==> src/sv/fsba_pkg.sv <==
// Shared constants, codes and control structs for the fit-strategy block allocator.
// No dependencies; every file of the block but fsba_ram imports this package.
`timescale 1ns / 1ps

package fsba_pkg;

  // Table geometry.
  localparam int NUM_BLOCKS = 64;
  localparam int SIZE_BITS  = 32;
  localparam int IDX_W      = $clog2(NUM_BLOCKS);

  // Field widths of the stream items and registers.
  localparam int BIDX_W      = 6;
  localparam int CNT_W       = 7;
  localparam int STRAT_W     = 2;
  localparam int IN_DATA_W   = 72;
  localparam int OUT_DATA_W  = 8;
  localparam int CFG_IDX_W   = 1;
  localparam int CFG_DATA_W  = 7;

  // Bit positions inside the input tdata.
  localparam int BIDX_LSB  = 0;
  localparam int BSIZE_LSB = BIDX_LSB + BIDX_W;
  localparam int REQ_LSB   = BSIZE_LSB + SIZE_BITS;

  // Register indexes.
  localparam logic [CFG_IDX_W-1:0] REG_STRATEGY    = 1'd0;
  localparam logic [CFG_IDX_W-1:0] REG_BLOCK_COUNT = 1'd1;

  // Placement rules. The unused code behaves as first fit.
  localparam logic [STRAT_W-1:0] STRAT_FIRST = 2'd0;
  localparam logic [STRAT_W-1:0] STRAT_BEST  = 2'd1;
  localparam logic [STRAT_W-1:0] STRAT_WORST = 2'd2;
  localparam logic [STRAT_W-1:0] STRAT_SPARE = 2'd3;

  // Operation codes carried in the input tuser.
  localparam logic FUNC_LOAD  = 1'b0;
  localparam logic FUNC_ALLOC = 1'b1;

  // Controller to datapath.
  typedef struct packed {
    logic load;    // write an input item's size into the table
    logic start;   // latch a request and clear the search
    logic rd_en;   // read the next table entry
    logic finish;  // charge the chosen block and load the result register
  } fsba_cmd_t;

  // Datapath to controller.
  typedef struct packed {
    logic limit_zero;  // no block is scanned for this request
    logic last_rd;     // the read being issued is the last one
    logic out_free;    // the result register can take a new item
  } fsba_sts_t;

endpackage

==> src/sv/fsba_ram.sv <==
// Generic single-port-write, single-port-read RAM with registered read data.
// No dependencies.
`timescale 1ns / 1ps

module fsba_ram #(
  parameter int WIDTH = 32,
  parameter int DEPTH = 64,
  localparam int AW = $clog2(DEPTH)
) (
  input  logic             clk,
  input  logic             we,
  input  logic [AW-1:0]    waddr,
  input  logic [WIDTH-1:0] wdata,
  input  logic             re,
  input  logic [AW-1:0]    raddr,
  output logic [WIDTH-1:0] rdata
);

  logic [WIDTH-1:0] mem [DEPTH];

  always_ff @(posedge clk) begin
    if (we) begin
      mem[waddr] <= wdata;
    end
    if (re) begin
      rdata <= mem[raddr];
    end
  end

endmodule

==> src/sv/fsba_ctrl.sv <==
// Controller state machine of the fit-strategy block allocator.
// Depends on fsba_pkg for the command and status structs and the operation codes.
`timescale 1ns / 1ps

module fsba_ctrl import fsba_pkg::*; (
  input  logic      clk,
  input  logic      rst,
  input  logic      s_tvalid,
  output logic      s_tready,
  input  logic      s_tuser,   // func
  input  fsba_sts_t sts,
  output fsba_cmd_t cmd
);

  localparam logic [1:0] ST_IDLE   = 2'd0;
  localparam logic [1:0] ST_READ   = 2'd1;
  localparam logic [1:0] ST_DRAIN  = 2'd2;
  localparam logic [1:0] ST_FINISH = 2'd3;

  logic [1:0] state;
  logic [1:0] state_next;

  always_ff @(posedge clk) begin
    if (rst) begin
      state <= ST_IDLE;
    end else begin
      state <= state_next;
    end
  end

  assign s_tready = (state == ST_IDLE);

  always_comb begin
    state_next = state;
    cmd        = '0;
    unique case (state)
      ST_IDLE: begin
        if (s_tvalid) begin
          if (s_tuser == FUNC_LOAD) begin
            cmd.load = 1'b1;
          end else begin
            cmd.start  = 1'b1;
            state_next = ST_READ;
          end
        end
      end
      ST_READ: begin
        if (sts.limit_zero) begin
          state_next = ST_FINISH;
        end else begin
          cmd.rd_en = 1'b1;
          if (sts.last_rd) begin
            state_next = ST_DRAIN;
          end
        end
      end
      // The last entry read is compared in this cycle.
      ST_DRAIN: begin
        state_next = ST_FINISH;
      end
      ST_FINISH: begin
        if (sts.out_free) begin
          cmd.finish = 1'b1;
          state_next = ST_IDLE;
        end
      end
      default: begin
        state_next = ST_IDLE;
      end
    endcase
  end

endmodule

==> src/sv/fsba_datapath.sv <==
// Datapath of the fit-strategy block allocator: registers, free-size table,
// scan compare, write-back and result register. Depends on fsba_pkg and fsba_ram.
`timescale 1ns / 1ps

module fsba_datapath import fsba_pkg::*; (
  input  logic                  clk,
  input  logic                  rst,
  input  logic                  cfg_we,
  input  logic [CFG_IDX_W-1:0]  cfg_index,
  input  logic [CFG_DATA_W-1:0] cfg_data,
  input  logic [IN_DATA_W-1:0]  s_tdata,
  output logic                  m_tvalid,
  input  logic                  m_tready,
  output logic [OUT_DATA_W-1:0] m_tdata,
  output logic                  m_tuser,
  input  fsba_cmd_t             cmd,
  output fsba_sts_t             sts
);

  logic [STRAT_W-1:0]   strategy;
  logic [CNT_W-1:0]     block_count;
  logic [CNT_W-1:0]     limit;
  logic [CNT_W-1:0]     limit_in;
  logic [SIZE_BITS-1:0] req;
  logic [IDX_W-1:0]     rd_addr;
  logic [IDX_W-1:0]     cmp_addr;
  logic                 rd_vld;
  logic                 found;
  logic [IDX_W-1:0]     best_idx;
  logic [SIZE_BITS-1:0] best_sz;
  logic [SIZE_BITS-1:0] rdata;
  logic                 fits;
  logic                 take;
  logic                 ram_we;
  logic [IDX_W-1:0]     ram_waddr;
  logic [SIZE_BITS-1:0] ram_wdata;

  // A block count above the table size scans the whole table.
  assign limit_in = (block_count > CNT_W'(NUM_BLOCKS)) ? CNT_W'(NUM_BLOCKS) : block_count;

  always_ff @(posedge clk) begin
    if (rst) begin
      strategy    <= STRAT_FIRST;
      block_count <= CNT_W'(NUM_BLOCKS);
      rd_vld      <= 1'b0;
      m_tvalid    <= 1'b0;
    end else begin
      if (cfg_we) begin
        unique case (cfg_index)
          REG_STRATEGY:    strategy    <= cfg_data[STRAT_W-1:0];
          REG_BLOCK_COUNT: block_count <= cfg_data[CNT_W-1:0];
          default: ;
        endcase
      end
      rd_vld <= cmd.rd_en;
      if (cmd.finish) begin
        m_tvalid <= 1'b1;
      end else if (m_tready) begin
        m_tvalid <= 1'b0;
      end
    end
  end

  // Compare stage: the entry read last cycle against the request and the best so far.
  assign fits = (rdata >= req);
  always_comb begin
    take = 1'b0;
    if (rd_vld && fits) begin
      if (!found) begin
        take = 1'b1;
      end else if (strategy == STRAT_BEST) begin
        take = (rdata < best_sz);
      end else if (strategy == STRAT_WORST) begin
        take = (rdata > best_sz);
      end
    end
  end

  always_ff @(posedge clk) begin
    if (cmd.start) begin
      req      <= s_tdata[REQ_LSB +: SIZE_BITS];
      limit    <= limit_in;
      rd_addr  <= '0;
      found    <= 1'b0;
      best_idx <= '0;
    end else begin
      if (cmd.rd_en) begin
        rd_addr  <= rd_addr + 1'b1;
        cmp_addr <= rd_addr;
      end
      if (take) begin
        found    <= 1'b1;
        best_idx <= cmp_addr;
        best_sz  <= rdata;
      end
    end
    if (cmd.finish) begin
      m_tuser <= found;
      m_tdata <= OUT_DATA_W'(best_idx);
    end
  end

  assign sts.limit_zero = (limit == '0);
  assign sts.last_rd    = ({1'b0, rd_addr} == (limit - 1'b1));
  assign sts.out_free   = !m_tvalid || m_tready;

  // One write port shared by loads and by the charge of the chosen block.
  assign ram_we    = cmd.load || (cmd.finish && found);
  assign ram_waddr = cmd.load ? s_tdata[BIDX_LSB +: IDX_W] : best_idx;
  assign ram_wdata = cmd.load ? s_tdata[BSIZE_LSB +: SIZE_BITS] : (best_sz - req);

  fsba_ram #(
    .WIDTH(SIZE_BITS),
    .DEPTH(NUM_BLOCKS)
  ) u_table (
    .clk  (clk),
    .we   (ram_we),
    .waddr(ram_waddr),
    .wdata(ram_wdata),
    .re   (cmd.rd_en),
    .raddr(rd_addr),
    .rdata(rdata)
  );

endmodule

==> src/sv/fit_strategy_block_allocator.sv <==
// Top level of the fit-strategy block allocator: controller plus datapath.
// Depends on fsba_pkg, fsba_ctrl, fsba_datapath and fsba_ram.
//
//   channel   direction  handshake             payload
//   s_*       in         s_tvalid / s_tready   tuser: func; tdata: index, size, request
//   m_*       out        m_tvalid / m_tready   tuser: granted; tdata: chosen_block
//   cfg_*     in         cfg_we                cfg_index, cfg_data
//
// A load is written into the table as it is accepted. An allocation scans L entries,
// L = min(block_count, 64): one table read per cycle through the single read port,
// then one compare, then the write-back.
// Reset restores the registers and handshake; the table stays undefined until loaded.
// A result waits in its output register; the next item is taken meanwhile and its
// scan runs, but it is not finished until the register is free.
`timescale 1ns / 1ps

module fit_strategy_block_allocator import fsba_pkg::*; (
  input  logic                  clk,
  input  logic                  rst,
  input  logic                  cfg_we,
  input  logic [CFG_IDX_W-1:0]  cfg_index,
  input  logic [CFG_DATA_W-1:0] cfg_data,
  input  logic                  s_tvalid,
  output logic                  s_tready,
  input  logic [IN_DATA_W-1:0]  s_tdata,   // block_index[5:0], block_size[37:6],
                                           // request_size[69:38], zero pad
  input  logic                  s_tuser,   // func
  output logic                  m_tvalid,
  input  logic                  m_tready,
  output logic [OUT_DATA_W-1:0] m_tdata,   // chosen_block[5:0], zero pad
  output logic                  m_tuser    // granted
);

  fsba_cmd_t cmd;
  fsba_sts_t sts;

  fsba_ctrl u_ctrl (
    .clk     (clk),
    .rst     (rst),
    .s_tvalid(s_tvalid),
    .s_tready(s_tready),
    .s_tuser (s_tuser),
    .sts     (sts),
    .cmd     (cmd)
  );

  fsba_datapath u_dp (
    .clk      (clk),
    .rst      (rst),
    .cfg_we   (cfg_we),
    .cfg_index(cfg_index),
    .cfg_data (cfg_data),
    .s_tdata  (s_tdata),
    .m_tvalid (m_tvalid),
    .m_tready (m_tready),
    .m_tdata  (m_tdata),
    .m_tuser  (m_tuser),
    .cmd      (cmd),
    .sts      (sts)
  );

  // A started allocation closes the input until it has finished.
  a_start_blocks: assert property (@(posedge clk) disable iff (rst)
    cmd.start |=> !s_tready)
    else $error("input accepted during an allocation");

  // Finishing an allocation always presents a result in the next cycle.
  a_finish_out: assert property (@(posedge clk) disable iff (rst)
    cmd.finish |=> m_tvalid)
    else $error("finished allocation produced no result");

  // A refused allocation reports block zero.
  a_fail_zero: assert property (@(posedge clk) disable iff (rst)
    (m_tvalid && !m_tuser) |-> (m_tdata == '0))
    else $error("failed allocation with nonzero block index");

  // Table reads never overlap a table write.
  a_rd_no_wr: assert property (@(posedge clk) disable iff (rst)
    cmd.rd_en |-> (!cmd.load && !cmd.finish))
    else $error("table read and write in the same cycle");

endmodule

==> config.mk <==
export PLATFORM = sky130hd
export DESIGN_NAME = fit_strategy_block_allocator
export DESIGN_NICKNAME = d
export VERILOG_FILES = /design/src/sv/fsba_pkg.sv /design/src/sv/fsba_ram.sv /design/src/sv/fsba_ctrl.sv /design/src/sv/fsba_datapath.sv /design/src/sv/fit_strategy_block_allocator.sv
export SDC_FILE = /design/constraint.sdc
export NUM_CORES = 2
export LEC_CHECK = 0
export BUFFER_PORTS_ARGS = -buffer_cell sky130_fd_sc_hd__buf_2
export CAP_MARGIN = 20
export CORE_MARGIN = 1
export CORE_UTILIZATION = 55
export DETAILED_ROUTE_END_ITERATION = 8
export PLACE_DENSITY = 0.81
export SYNTH_ARGS = -nofsm -noshare
export SYNTH_HDL_FRONTEND = slang
export SYNTH_SLANG_ARGS = --single-unit
==> constraint.sdc <==
create_clock -name clk -period 14.9 [get_ports clk]
set_input_delay 2.98 -clock clk [delete_from_list [all_inputs] [get_ports clk]]
set_output_delay 2.98 -clock clk [all_outputs]
set_load 0.05 [all_outputs]
==> flow_metrics.env <==
export IMPL_fin_cells=6284
export IMPL_arrival_ns=6.57
export IMPL_crit_type="input pin to flop"
export IMPL_endpoint="u_dp.u_table.mem[43][14]"
export IMPL_fin_crit_sh=0.409
export IMPL_syn_area_um2=86300
export IMPL_antenna_found_initial=22
export IMPL_nFillCells=9602
export IMPL_finalCriticalPeriod_ns=6.10
export IMPL_postCtsSetupRepairBufs=0
export IMPL_fin_nets=4250
export IMPL_grt_pass1_wl_um=326000
export IMPL_track_usage=0.296
export IMPL_violations="DRC"
export IMPL_top_usage_layer="met2"
export IMPL_drc=4
export IMPL_reg2reg_slack_ns=9.47
export IMPL_finalSetupViolCount=0
export IMPL_cts_htree_levels=4
export IMPL_gp_congestion=0.889
export IMPL_met1_usage=0.381
export IMPL_hold_class="flop to flop"
export IMPL_synth_edf_count=2164
export IMPL_rsz0062_at_grt="no"
export IMPL_vias=44400
export IMPL_synth_seq_cells=2190
export IMPL_core_area_um2=156000
export IMPL_ys_async_sr_fraction=0
export IMPL_cp_max_fo=46
export IMPL_syn_inst=3820
export IMPL_io_buffers=92
export IMPL_synthToLayoutAreaGrowth_pct=12.2
export IMPL_routedWlPerCell_um=37.0
export IMPL_outcome="finished, violations left"
export IMPL_die_area_um2=159000
export IMPL_cts_sinks=2190
export IMPL_via_per_inst=7.07
export IMPL_dpl_hpwl_um=120000
export IMPL_clk_latency_ns=0.84
export IMPL_overflow=0
export IMPL_r2r_end="u_dp.u_table.rdata[9]"
export IMPL_ys_warn_count=0
export IMPL_cp_required_ns=15.37
export IMPL_leakagePower_uw=0.0300
export IMPL_fmax_mhz=164
export IMPL_tightest_slew_ns=1.21
export IMPL_endpoint_kind="flop"
export IMPL_firstDrtPassIters=8
export IMPL_drv_cap=0
export IMPL_yosysSeqAreaShare=0.759
export IMPL_io_pins=97
export IMPL_syn_area_per_cell_um2=22.6
export IMPL_path_clk_slew_ns=0.06
export IMPL_cts_hold_buf=0
export IMPL_layout_drive_gt1_share=0.303
export IMPL_grt_max_degree=113
export IMPL_detail_route_antenna_nets=0
export IMPL_rows=145
export IMPL_root_buffer="clkbuf_16"
export IMPL_ir_worst_vdd_mv=0.126
export IMPL_grt_use_met2=0.475
export IMPL_use_met3=0.0781
export IMPL_grt_pass1_vias=44600
export IMPL_cts_max_path_buffers=3
export IMPL_powerDensity_nw_per_um2=180
export IMPL_cts_resized=0
export IMPL_postRouteWirelength_um=233000
export IMPL_initial_core_util=0.553
export IMPL_timing_final_hold_violations=0
export IMPL_cts_tree="done"
export IMPL_skew_ns=0.0273
export IMPL_numCtsBuffers=201
export IMPL_finalMaxSlewViolations=0
export IMPL_r2r_cells=6
export IMPL_die_h_um=398
export IMPL_synth_top_flop_cell="edfxtp_1"
export IMPL_slew_headroom=0.188
export IMPL_fin_tns_setup_ns=0
export IMPL_startpoint="s_tvalid"
export IMPL_r2r_start="u_dp.rd_addr[1]"
export IMPL_drt_initial_drc_count=7574
export IMPL_die_w_um=398
export IMPL_hold_start="u_dp.block_count[1]"
export IMPL_dp_cells=5917
export IMPL_ys_types=61
export IMPL_critPathLaunchType="input pin"
==> cells in the final DEF (no fill, tap or decap), types with 15 or more instances in the layout <==
cell          n
nand3_1      25
mux4_2      672
a21o_1       31
edfxtp_1   2164
xor2_1       15
clkbuf_16   204
clkinv_2     33
ha_1        100
dfxtp_1      20
nand2_1      79
buf_4       119
a21oi_1      67
clkinv_1     34
inv_1        83
nor2_4       67
buf_2        92
bufinv_16    15
clkbuf_1     47
nand4_1      19
o21ai_0      30
nor2_1       59
==> Yosys cell counts (10+ instances only) <==
| library cell | n | area, um2 |
|---|---|---|
| nor2_1 | 126 | 473 |
| nor3_1 | 10 | 50.1 |
| o31ai_1 | 13 | 97.6 |
| xnor2_1 | 14 | 123 |
| xor2_1 | 15 | 131 |
| dfxtp_1 | 26 | 521 |
| o21a_1 | 12 | 90.1 |
| nand2b_1 | 11 | 68.8 |
| edfxtp_1 | 2164 | 65000 |
| o211ai_1 | 11 | 82.6 |
| nand4_1 | 19 | 119 |
| nand2_1 | 79 | 297 |
| mux4_2 | 672 | 15100 |
| buf_2 | 36 | 180 |
| buf_1 | 31 | 116 |
| clkbuf_1 | 107 | 402 |
| a21o_1 | 31 | 233 |
| a21oi_1 | 81 | 405 |
| inv_1 | 83 | 312 |
| nor2b_1 | 13 | 81.3 |
| ha_1 | 100 | 1250 |
| o21ai_0 | 34 | 170 |
| nand3_1 | 26 | 130 |
==> metal layers <==
metal,share of wire,vias to the layer above
met1,0.34,23000
met2,0.49,3953
met5,0.00060,-
li1,-,16700
met4,0.050,22
met3,0.12,781
==> layout make-up <==
cell class	count	area (um2)	share of cell area
antenna	5	12.5	0.000129
clock buffer	258	5380	0.0555
clock inverter	103	1010	0.0104
inverter	84	315	0.00325
multi-input combinational	1368	20600	0.212
sequential	2190	65500	0.676
tap	2058	2570	0.0266
timing repair buffer	218	1490	0.0153
==> power by group <==
| part | switching (uW) | internal, uW | total, uW |
|---|---|---|---|
| Clock | 2300 | 2810 | 5110 |
| Combinational | 2730 | 1790 | 4520 |
| Sequential | 155 | 7660 | 7820 |
| Total | 5180 | 12300 | 17500 |
==> critical path, stage by stage <==
cell and delay, ns:
buf_2 0.10, nand2_1 0.11, nor2_4 0.11, buf_4 0.65, nand2_1 0.22, o21ai_0 0.27
nand2_1 0.83, nor2_4 0.67, buf_4 0.52
==> state kept, by name, indices dropped and copies added, names as in the netlist <==
name and cells:
u_ctrl.state 2, u_dp.best_idx 6, u_dp.best_sz 32, u_dp.block_count 7
u_dp.cmp_addr 6, u_dp.found 1, u_dp.limit 7, u_dp.m_tdata 6
u_dp.m_tuser 1, u_dp.m_tvalid 1, u_dp.rd_addr 6, u_dp.rd_vld 1
u_dp.req 32, u_dp.strategy 2, u_dp.u_table.mem 2048, u_dp.u_table.rdata 32
==> through the flow <==
stage	area, um2	util	hold WS (ns)	total power (uW)	worst slack [ns]
global placement	90500	0.580	0.444	12100	8.15
finish	96900	0.621	0.455	17500	8.80
floorplan	86300	-	0.403	10800	7.77
detailed placement	90500	0.580	0.447	12300	7.98
global route	96900	0.621	0.486	17900	8.81
CTS	96800	0.621	0.456	17400	8.58
==> logic make-up after synthesis <==
logic type	Yosys count	share of synthesized area
AO/OA/AOI/OAI	237	0.0178
XOR/XNOR	29	0.00294
adder cells (fa/ha/maj)	101	0.0147
buffers and inverters	263	0.0124
flip-flops	2190	0.759
multiplexers	679	0.176
other	1	0.0000434
AND/OR/NAND/NOR	320	0.0170
==> worst min-delay path by stage <==
stage                           to  cells past startpoint
3_5_place_dp   u_dp.block_count[1]                      2
4_1_cts        u_dp.block_count[1]                      2
5_1_grt        u_dp.block_count[2]                      2
2_1_floorplan     u_dp.cmp_addr[4]                      0
6_report       u_dp.block_count[1]                      2
3_3_place_gp   u_dp.block_count[2]                      2
(Power assumes the default switching activity.)
